### config.mk
export PLATFORM = sky130hd
export DESIGN_NAME = bijective_base_label_generator_top
export DESIGN_NICKNAME = d
export VERILOG_FILES = /design/src/design/bblg_pkg.sv /design/src/design/bijective_base_label_generator_top.sv /design/src/design/bblg_ram.sv /design/src/design/bblg_cfg.sv /design/src/design/bblg_dp.sv /design/src/design/bblg_ctrl.sv
export SDC_FILE = /design/constraint.sdc
export NUM_CORES = 1
export LEC_CHECK = 0
export BUFFER_PORTS_ARGS = -buffer_cell sky130_fd_sc_hd__buf_4
export CORE_AREA = 4 4 254 256
export DETAILED_ROUTE_END_ITERATION = 7
export DIE_AREA = 0 0 258 260
export HOLD_SLACK_MARGIN = 0.15
export PLACE_DENSITY_LB_ADDON = 0.12
export SETUP_SLACK_MARGIN = 0.15
export SLEW_MARGIN = 10
export SYNTH_ARGS = -nofsm -noshare
export SYNTH_HDL_FRONTEND = slang
export SYNTH_SLANG_ARGS = --single-unit
### constraint.sdc
create_clock -name clk_i -period 11.8 [get_ports clk_i]
set_clock_uncertainty 0.15 [all_clocks]
set_input_delay 1.77 -clock clk_i [delete_from_list [all_inputs] [get_ports clk_i]]
set_output_delay 1.77 -clock clk_i [all_outputs]
set_load 0.05 [all_outputs]
### src/design/bblg_pkg.sv
`timescale 1ns / 1ps
// ----------------------------------------------------------------------------
// bblg_pkg
// Shared constants and types for the bijective base-k label generator.
// ----------------------------------------------------------------------------
package bblg_pkg;

  localparam int NUMBER_WIDTH  = 50;
  localparam int MAX_LABEL_LEN = 50;
  localparam int ALPHABET_MAX  = 32;

  localparam int RADIX_W     = 6;
  localparam int DIGIT_W     = 5;
  localparam int CHAR_W      = 8;
  localparam int ALPHA_WORDS = 4;
  localparam int ALPHA_WORD_W = 64;
  localparam int ALPHA_BITS  = ALPHA_WORDS * ALPHA_WORD_W;

  localparam int CFG_IDX_W  = 3;
  localparam int CFG_DATA_W = 64;

  // Register indexes on the configuration port
  localparam logic [CFG_IDX_W-1:0] REG_RADIX   = 3'd0;
  localparam logic [CFG_IDX_W-1:0] REG_ALPHA_0 = 3'd1;
  localparam logic [CFG_IDX_W-1:0] REG_ALPHA_1 = 3'd2;
  localparam logic [CFG_IDX_W-1:0] REG_ALPHA_2 = 3'd3;
  localparam logic [CFG_IDX_W-1:0] REG_ALPHA_3 = 3'd4;

  localparam logic [RADIX_W-1:0] RADIX_RESET = 6'd26;
  localparam logic [RADIX_W-1:0] RADIX_MIN   = 6'd2;

  // Divider: DIV_BITS quotient bits per cycle
  localparam int DIV_BITS  = 8;
  localparam int DIV_STEPS = (NUMBER_WIDTH + DIV_BITS - 1) / DIV_BITS;
  localparam int DIV_W     = DIV_STEPS * DIV_BITS;
  localparam int STEP_W    = $clog2(DIV_STEPS);

  localparam int LEN_W  = $clog2(MAX_LABEL_LEN + 1);
  localparam int ADDR_W = $clog2(MAX_LABEL_LEN);

  typedef struct packed {
    logic [RADIX_W-1:0]    radix;
    logic [ALPHA_BITS-1:0] alphabet;
  } bblg_cfg_t;

  typedef struct packed {
    logic capture;
    logic load;
    logic step;
    logic store;
    logic rd_issue;
    logic emit;
  } bblg_cmd_t;

  typedef struct packed {
    logic in_zero;
    logic div_last;
    logic quot_zero;
    logic len_full;
    logic rd_last;
    logic out_free;
  } bblg_status_t;

endpackage

### src/design/bijective_base_label_generator_top.sv
`timescale 1ns / 1ps
// ----------------------------------------------------------------------------
// bijective_base_label_generator_top
// Turns a label number into its bijective base-k label, one character a beat.
// ----------------------------------------------------------------------------
// One label at a time. After the label is accepted, each character is
// extracted in turn (load, divider steps at 8 quotient bits each over the
// 50-bit number, store), then the digit store is read back most significant
// first, a read and an emit per character, emits waiting on output stall.
// The divider by the radix sets the extraction time. Label number zero is
// taken and gives no beats. Radix is clamped to 2..32.
module bijective_base_label_generator_top import bblg_pkg::*; (
  input  logic                    clk_i,
  input  logic                    rst_ni,
  input  logic                    in_valid_i,
  output logic                    in_stall_o,
  input  logic [NUMBER_WIDTH-1:0] label_number_i,
  output logic                    out_valid_o,
  input  logic                    out_stall_i,
  output logic [CHAR_W-1:0]       label_char_o,
  output logic [DIGIT_W-1:0]      digit_index_o,
  output logic                    last_char_o,
  input  logic                    cfg_valid_i,
  output logic                    cfg_ready_o,
  input  logic [CFG_IDX_W-1:0]    cfg_index_i,
  input  logic [CFG_DATA_W-1:0]   cfg_data_i
);

  bblg_cfg_t    cfg;
  bblg_cmd_t    cmd;
  bblg_status_t status;

  bblg_cfg u_cfg (
    .clk_i       (clk_i),
    .rst_ni      (rst_ni),
    .cfg_valid_i (cfg_valid_i),
    .cfg_ready_o (cfg_ready_o),
    .cfg_index_i (cfg_index_i),
    .cfg_data_i  (cfg_data_i),
    .cfg_o       (cfg)
  );

  bblg_ctrl u_ctrl (
    .clk_i      (clk_i),
    .rst_ni     (rst_ni),
    .in_valid_i (in_valid_i),
    .in_stall_o (in_stall_o),
    .status_i   (status),
    .cmd_o      (cmd)
  );

  bblg_dp u_dp (
    .clk_i          (clk_i),
    .rst_ni         (rst_ni),
    .cfg_i          (cfg),
    .cmd_i          (cmd),
    .status_o       (status),
    .label_number_i (label_number_i),
    .out_valid_o    (out_valid_o),
    .out_stall_i    (out_stall_i),
    .label_char_o   (label_char_o),
    .digit_index_o  (digit_index_o),
    .last_char_o    (last_char_o)
  );

endmodule

### src/design/bblg_ram.sv
`timescale 1ns / 1ps
// ----------------------------------------------------------------------------
// bblg_ram
// Generic single-write, single-read RAM with registered read data.
// ----------------------------------------------------------------------------
module bblg_ram #(
  parameter int WIDTH = 8,
  parameter int DEPTH = 64
) (
  input  logic                     clk_i,
  input  logic                     we_i,
  input  logic [$clog2(DEPTH)-1:0] waddr_i,
  input  logic [WIDTH-1:0]         wdata_i,
  input  logic                     re_i,
  input  logic [$clog2(DEPTH)-1:0] raddr_i,
  output logic [WIDTH-1:0]         rdata_o
);

  logic [WIDTH-1:0] mem [DEPTH];
  logic [WIDTH-1:0] rdata_q;

  always_ff @(posedge clk_i) begin
    if (we_i) begin
      mem[waddr_i] <= wdata_i;
    end
    if (re_i) begin
      rdata_q <= mem[raddr_i];
    end
  end

  assign rdata_o = rdata_q;

endmodule

### src/design/bblg_cfg.sv
`timescale 1ns / 1ps
// ----------------------------------------------------------------------------
// bblg_cfg
// Configuration registers: radix (clamped to the legal range) and alphabet.
// ----------------------------------------------------------------------------
module bblg_cfg import bblg_pkg::*; (
  input  logic                  clk_i,
  input  logic                  rst_ni,
  input  logic                  cfg_valid_i,
  output logic                  cfg_ready_o,
  input  logic [CFG_IDX_W-1:0]  cfg_index_i,
  input  logic [CFG_DATA_W-1:0] cfg_data_i,
  output bblg_cfg_t             cfg_o
);

  logic [RADIX_W-1:0]      radix_q;
  logic [ALPHA_WORD_W-1:0] alpha_q [ALPHA_WORDS];
  logic [RADIX_W-1:0]      radix_eff;

  assign cfg_ready_o = 1'b1;

  always_ff @(posedge clk_i or negedge rst_ni) begin
    if (!rst_ni) begin
      radix_q <= RADIX_RESET;
      for (int i = 0; i < ALPHA_WORDS; i++) begin
        alpha_q[i] <= '0;
      end
    end else if (cfg_valid_i) begin
      unique case (cfg_index_i)
        REG_RADIX:   radix_q    <= cfg_data_i[RADIX_W-1:0];
        REG_ALPHA_0: alpha_q[0] <= cfg_data_i;
        REG_ALPHA_1: alpha_q[1] <= cfg_data_i;
        REG_ALPHA_2: alpha_q[2] <= cfg_data_i;
        REG_ALPHA_3: alpha_q[3] <= cfg_data_i;
        default: ;
      endcase
    end
  end

  always_comb begin
    if (radix_q < RADIX_MIN) begin
      radix_eff = RADIX_MIN;
    end else if (radix_q > RADIX_W'(ALPHABET_MAX)) begin
      radix_eff = RADIX_W'(ALPHABET_MAX);
    end else begin
      radix_eff = radix_q;
    end
  end

  assign cfg_o.radix    = radix_eff;
  assign cfg_o.alphabet = {alpha_q[3], alpha_q[2], alpha_q[1], alpha_q[0]};

endmodule

### src/design/bblg_dp.sv
`timescale 1ns / 1ps
// ----------------------------------------------------------------------------
// bblg_dp
// Datapath: iterative divider by the radix, digit store, output register.
// ----------------------------------------------------------------------------
module bblg_dp import bblg_pkg::*; (
  input  logic                    clk_i,
  input  logic                    rst_ni,
  input  bblg_cfg_t               cfg_i,
  input  bblg_cmd_t               cmd_i,
  output bblg_status_t            status_o,
  input  logic [NUMBER_WIDTH-1:0] label_number_i,
  output logic                    out_valid_o,
  input  logic                    out_stall_i,
  output logic [CHAR_W-1:0]       label_char_o,
  output logic [DIGIT_W-1:0]      digit_index_o,
  output logic                    last_char_o
);

  logic [NUMBER_WIDTH-1:0] num_q;
  logic [DIV_W-1:0]        div_q, div_d;
  logic [RADIX_W-1:0]      rem_q, rem_d;
  logic [STEP_W-1:0]       step_q;
  logic [LEN_W-1:0]        len_q;
  logic [ADDR_W-1:0]       rd_q;
  logic [NUMBER_WIDTH-1:0] num_m1;

  logic                    out_valid_q;
  logic [CHAR_W-1:0]       char_q;
  logic [DIGIT_W-1:0]      digit_q;
  logic                    last_q;
  logic [DIGIT_W-1:0]      ram_rdata;

  assign num_m1 = num_q - NUMBER_WIDTH'(1);

  // DIV_BITS restoring steps; remainder stays below radix (narrow compare)
  always_comb begin
    logic [RADIX_W-1:0] t;
    logic [DIV_W-1:0]   q;
    logic [RADIX_W-1:0] r;
    q = div_q;
    r = rem_q;
    for (int i = 0; i < DIV_BITS; i++) begin
      t = {r[RADIX_W-2:0], q[DIV_W-1]};
      q = {q[DIV_W-2:0], 1'b0};
      if (t >= cfg_i.radix) begin
        t    = t - cfg_i.radix;
        q[0] = 1'b1;
      end
      r = t;
    end
    div_d = q;
    rem_d = r;
  end

  always_ff @(posedge clk_i) begin
    if (cmd_i.capture) begin
      num_q <= label_number_i;
    end else if (cmd_i.store) begin
      num_q <= div_q[NUMBER_WIDTH-1:0];
    end
    if (cmd_i.load) begin
      div_q <= DIV_W'(num_m1);
      rem_q <= '0;
    end else if (cmd_i.step) begin
      div_q <= div_d;
      rem_q <= rem_d;
    end
  end

  always_ff @(posedge clk_i or negedge rst_ni) begin
    if (!rst_ni) begin
      step_q <= '0;
      len_q  <= '0;
      rd_q   <= '0;
    end else begin
      if (cmd_i.load) begin
        step_q <= '0;
      end else if (cmd_i.step) begin
        step_q <= step_q + STEP_W'(1);
      end
      if (cmd_i.capture) begin
        len_q <= '0;
      end else if (cmd_i.store) begin
        len_q <= len_q + LEN_W'(1);
      end
      // the digit just stored is the most significant so far
      if (cmd_i.store) begin
        rd_q <= len_q[ADDR_W-1:0];
      end else if (cmd_i.emit) begin
        rd_q <= rd_q - ADDR_W'(1);
      end
    end
  end

  bblg_ram #(
    .WIDTH (DIGIT_W),
    .DEPTH (MAX_LABEL_LEN)
  ) u_digits (
    .clk_i   (clk_i),
    .we_i    (cmd_i.store),
    .waddr_i (len_q[ADDR_W-1:0]),
    .wdata_i (rem_q[DIGIT_W-1:0]),
    .re_i    (cmd_i.rd_issue),
    .raddr_i (rd_q),
    .rdata_o (ram_rdata)
  );

  // Output register
  always_ff @(posedge clk_i or negedge rst_ni) begin
    if (!rst_ni) begin
      out_valid_q <= 1'b0;
    end else if (cmd_i.emit) begin
      out_valid_q <= 1'b1;
    end else if (!out_stall_i) begin
      out_valid_q <= 1'b0;
    end
  end

  always_ff @(posedge clk_i) begin
    if (cmd_i.emit) begin
      char_q  <= cfg_i.alphabet[{ram_rdata, 3'b000} +: CHAR_W];
      digit_q <= ram_rdata;
      last_q  <= (rd_q == '0);
    end
  end

  assign status_o.in_zero   = (label_number_i == '0);
  assign status_o.div_last  = (step_q == STEP_W'(DIV_STEPS - 1));
  assign status_o.quot_zero = (div_q == '0);
  assign status_o.len_full  = (len_q == LEN_W'(MAX_LABEL_LEN));
  assign status_o.rd_last   = (rd_q == '0);
  assign status_o.out_free  = !out_valid_q || !out_stall_i;

  assign out_valid_o   = out_valid_q;
  assign label_char_o  = char_q;
  assign digit_index_o = digit_q;
  assign last_char_o   = last_q;

endmodule

### src/design/bblg_ctrl.sv
`timescale 1ns / 1ps
// ----------------------------------------------------------------------------
// bblg_ctrl
// Sequencer: digit extraction loop, then reverse readout of stored digits.
// ----------------------------------------------------------------------------
module bblg_ctrl import bblg_pkg::*; (
  input  logic         clk_i,
  input  logic         rst_ni,
  input  logic         in_valid_i,
  output logic         in_stall_o,
  input  bblg_status_t status_i,
  output bblg_cmd_t    cmd_o
);

  localparam logic [2:0] S_IDLE  = 3'd0;
  localparam logic [2:0] S_LOAD  = 3'd1;
  localparam logic [2:0] S_DIV   = 3'd2;
  localparam logic [2:0] S_STORE = 3'd3;
  localparam logic [2:0] S_READ  = 3'd4;
  localparam logic [2:0] S_EMIT  = 3'd5;

  logic [2:0] state_q, state_d;

  always_ff @(posedge clk_i or negedge rst_ni) begin
    if (!rst_ni) begin
      state_q <= S_IDLE;
    end else begin
      state_q <= state_d;
    end
  end

  always_comb begin
    state_d = state_q;
    cmd_o   = '0;
    unique case (state_q)
      S_IDLE: begin
        if (in_valid_i) begin
          cmd_o.capture = 1'b1;
          // label number zero has no label
          if (!status_i.in_zero) begin
            state_d = S_LOAD;
          end
        end
      end
      S_LOAD: begin
        cmd_o.load = 1'b1;
        state_d    = S_DIV;
      end
      S_DIV: begin
        cmd_o.step = 1'b1;
        if (status_i.div_last) begin
          state_d = S_STORE;
        end
      end
      S_STORE: begin
        if (status_i.len_full) begin
          state_d = S_IDLE;
        end else begin
          cmd_o.store = 1'b1;
          state_d     = status_i.quot_zero ? S_READ : S_LOAD;
        end
      end
      S_READ: begin
        cmd_o.rd_issue = 1'b1;
        state_d        = S_EMIT;
      end
      S_EMIT: begin
        if (status_i.out_free) begin
          cmd_o.emit = 1'b1;
          state_d    = status_i.rd_last ? S_IDLE : S_READ;
        end
      end
      default: state_d = S_IDLE;
    endcase
  end

  assign in_stall_o = (state_q != S_IDLE);

endmodule

==> results_dict.tcl <==
set metrics [dict create \
    die_w_um 258 \
    setup_tns_ps -10.9 \
    fin_nets 2439 \
    drtIter0Drc 1418 \
    synth.most_common_cell "edfxtp_1" \
    critical_path_class "reg -> reg" \
    grt_pass1_vias 19300 \
    maxSlewHeadroom_pct 21.7 \
    synth_adder_area_share_pct 2.74 \
    violations "negative setup slack" \
    yosys.area.top_type "edfxtp_1" \
    slew_viol_final 0 \
    syn_avg_cell_area_um2 15.1 \
    worstSkewPairLatency_ps 600 \
    die_y_um 260 \
    start_kind "register" \
    drt_pass1_iterations 5 \
    synth_area_um2 31000 \
    worst_pin_slew_ps 1170 \
    overflow 0 \
    cap_viol_max_count 0 \
    hold_path.class "reg -> reg" \
    r2r_slack_ps -10 \
    fmax_mhz 84.7 \
    ant_nets 0 \
    synth_top_flop_cell "edfxtp_1" \
    yosys.area_share.xor_xnor_pct 1.87 \
    grt_pass1_wl_um 117000 \
    grt_max_degree 137 \
    cp.required_ps 12130 \
    synth_compound_area_share_pct 4.38 \
    cts.path.max_buffers 3 \
    async_reset_ff_share_pct 42.5 \
    cts_made_buffers 72 \
    fin_crit_sh_pct 100 \
    synth_nets 2243 \
    final_layout_size_suffix_gt1_share_pct 41.0 \
    crit_top_cell "ha_4" \
    synth_top_cells_by_count "edfxtp_1 (369), mux2_2 (329), dfrtp_1 (278), mux4_2 (150), nor2_1 (118)" \
    cts.sinks 661 \
    final-setup-viol-count 1 \
    clk_pin_slew_ps 60 \
    wl_per_cell_um 23.9 \
    max_stage_delay_ps 550 \
    place_hpwl_um 48600 \
    rows 92 \
    crit_fanout 5 \
    io-pin-count 139 \
    grt.total_usage_pct 22.5 \
    routed_wl_um 75400 \
    ys_ff_latch 661 \
    yosysSeqAreaShare_pct 59.2 \
    status "complete, but fails checks" \
    num_vias 18600 \
    syn_inst 2058 \
    fin_ws_ps -10.9 \
    dpl-instance-area_um2 33300 \
    synth-simple-area-share_pct 6.64 \
    cts_tree "yes" \
    synthTopCellsByArea "edfxtp_1 (36%), dfrtp_1 (22%), mux2_2 (12%), mux4_2 (11%), ha_1 (2.2%)" \
    drc_errors 0 \
    synthDistinctLibCells 72 \
    start_util_pct 49.6 \
    antenna_found_initial 3 \
    synth_top_cell_area_share_pct 35.8 \
    ys_warn_count 0 \
    hold_ws_ps 330 \
    crit_slowest_cell "dfstp_2" \
    rsz0062_at_grt "yes" \
    design.die.area_um2 67100 \
    port_buffers 137 \
    core_area_um2 62500 \
    area_delta_synth_final_pct 18.0 \
    viasPerCell 5.89 \
    synthMuxAreaShare_pct 23.3 \
    htree_levels 3 \
    cp-end-kind "register" \
    finalHoldViolCount 0 \
    n_antenna_cell 0 \
    cts_root_buffer "clkbuf_16" \
    synth_top_family_by_area "multiplexers" \
    finalInstanceArea_um2 36600 \
    arrival_ps 12140 \
    fin_crit_ps 11810 \
    finalWeightedCongestion 0.865 \
    synth_edf_count 369 \
    ctsHoldBuffers 0 \
]
per-stage QoR:
stage	setup slack [ps]	util (%)	instances
floorplan	169	-	2058
global placement	-43.2	53.3	2986
detailed placement	-469	53.3	2986
CTS	150	57.8	3144
global route	-461	58.5	3159
finish	-10.9	58.5	3159
logic make-up after synthesis:
family	count (synthesis)
flops	661
mux	493
simple gates	413
compound gates	212
buf+inv	149
xor+xnor	66
fa+ha+maj	63
other cells	1
per-layer routing:
metal | vias to the layer above | track usage, % | share of wire, %
li1 | 8312 | - | -
met1 | 9598 | 31.7 | 43
met2 | 566 | 37.4 | 49
met3 | 126 | 3.65 | 5.8
met4 | 6 | 5.14 | 2.1
met5 | - | 0 | 0.045
timing repair:
item | in CTS | in global routing
pin swaps | 26 | 46
endpoints found under the setup margin | 6 | 6
resized for setup | 30 | 59
setup buffers | 25 | 14
cloned | 0 | 1
layout by cell type, fill, tap and decap left out, types with 26 or more instances in the layout:
| cell type | Yosys | layout |
|---|---|---|
| a21oi_1 | 37 | 30 |
| buf_4 | 1 | 221 |
| clkbuf_16 | 0 | 76 |
| dfrtp_1 | 278 | 276 |
| edfxtp_1 | 369 | 369 |
| ha_1 | 55 | 38 |
| inv_1 | 45 | 39 |
| mux2_2 | 329 | 325 |
| mux4_2 | 150 | 150 |
| nand2_1 | 116 | 114 |
| nor2_1 | 118 | 110 |
| nor4_1 | 34 | 34 |
| o21ai_0 | 64 | 58 |
| xnor2_1 | 40 | 40 |
| xor2_1 | 26 | 26 |
worst max-delay path: cells and delay by family (launching register included):
kind,cells,cell delay [ps]
AO/OA/AOI/OAI,23,5020
flip-flops,1,550
buffers and inverters,6,660
AND/OR/NAND/NOR,15,2050
adder cells (fa/ha/maj),9,2420
multiplexers,3,830
area by class of cell:
class / instances / area [um^2]
Fill cell: 4855 / 25900
Sequential cell: 661 / 18400
Multi-Input combinational cell: 1249 / 12800
Clock buffer: 98 / 2050
Timing Repair Buffer: 225 / 1710
Tap cell: 846 / 1060
Clock inverter: 35 / 420
Inverter: 45 / 169
worst paths after layout:
path / from / end / cells after the start
worst max-delay path: u_cfg.radix_q[4] / u_dp.rem_q[4] / 56
worst min-delay path: u_dp.div_q[52] / u_dp.div_q[52] / 2
worst max register to register: u_cfg.radix_q[4] / u_dp.rem_q[4] / 56
worst min register to register: u_dp.div_q[52] / u_dp.div_q[52] / 2
max in group asynchronous: rst_ni / u_cfg.cfg_o[207] / 2
min in group asynchronous: rst_ni / u_cfg.cfg_o[132] / 1
flip-flops by register name, indices dropped and copies added (netlist names):
signal	cells
u_dp.out_valid_o	1
u_ctrl.state_q	3
u_cfg.radix_q	6
u_dp.u_digits.rdata_o	5
u_dp.num_q	50
u_dp.digit_index_o	5
u_dp.step_q	3
u_dp.last_char_o	1
u_dp.u_digits.mem	250
u_dp.rd_q	6
u_dp.div_q	56
u_cfg.cfg_o	256
u_dp.len_q	6
u_dp.label_char_o	8
u_dp.rem_q	5
Power is not shown: default switching activity piles up to over one toggle a cycle in this logic, so the estimate is an artifact.
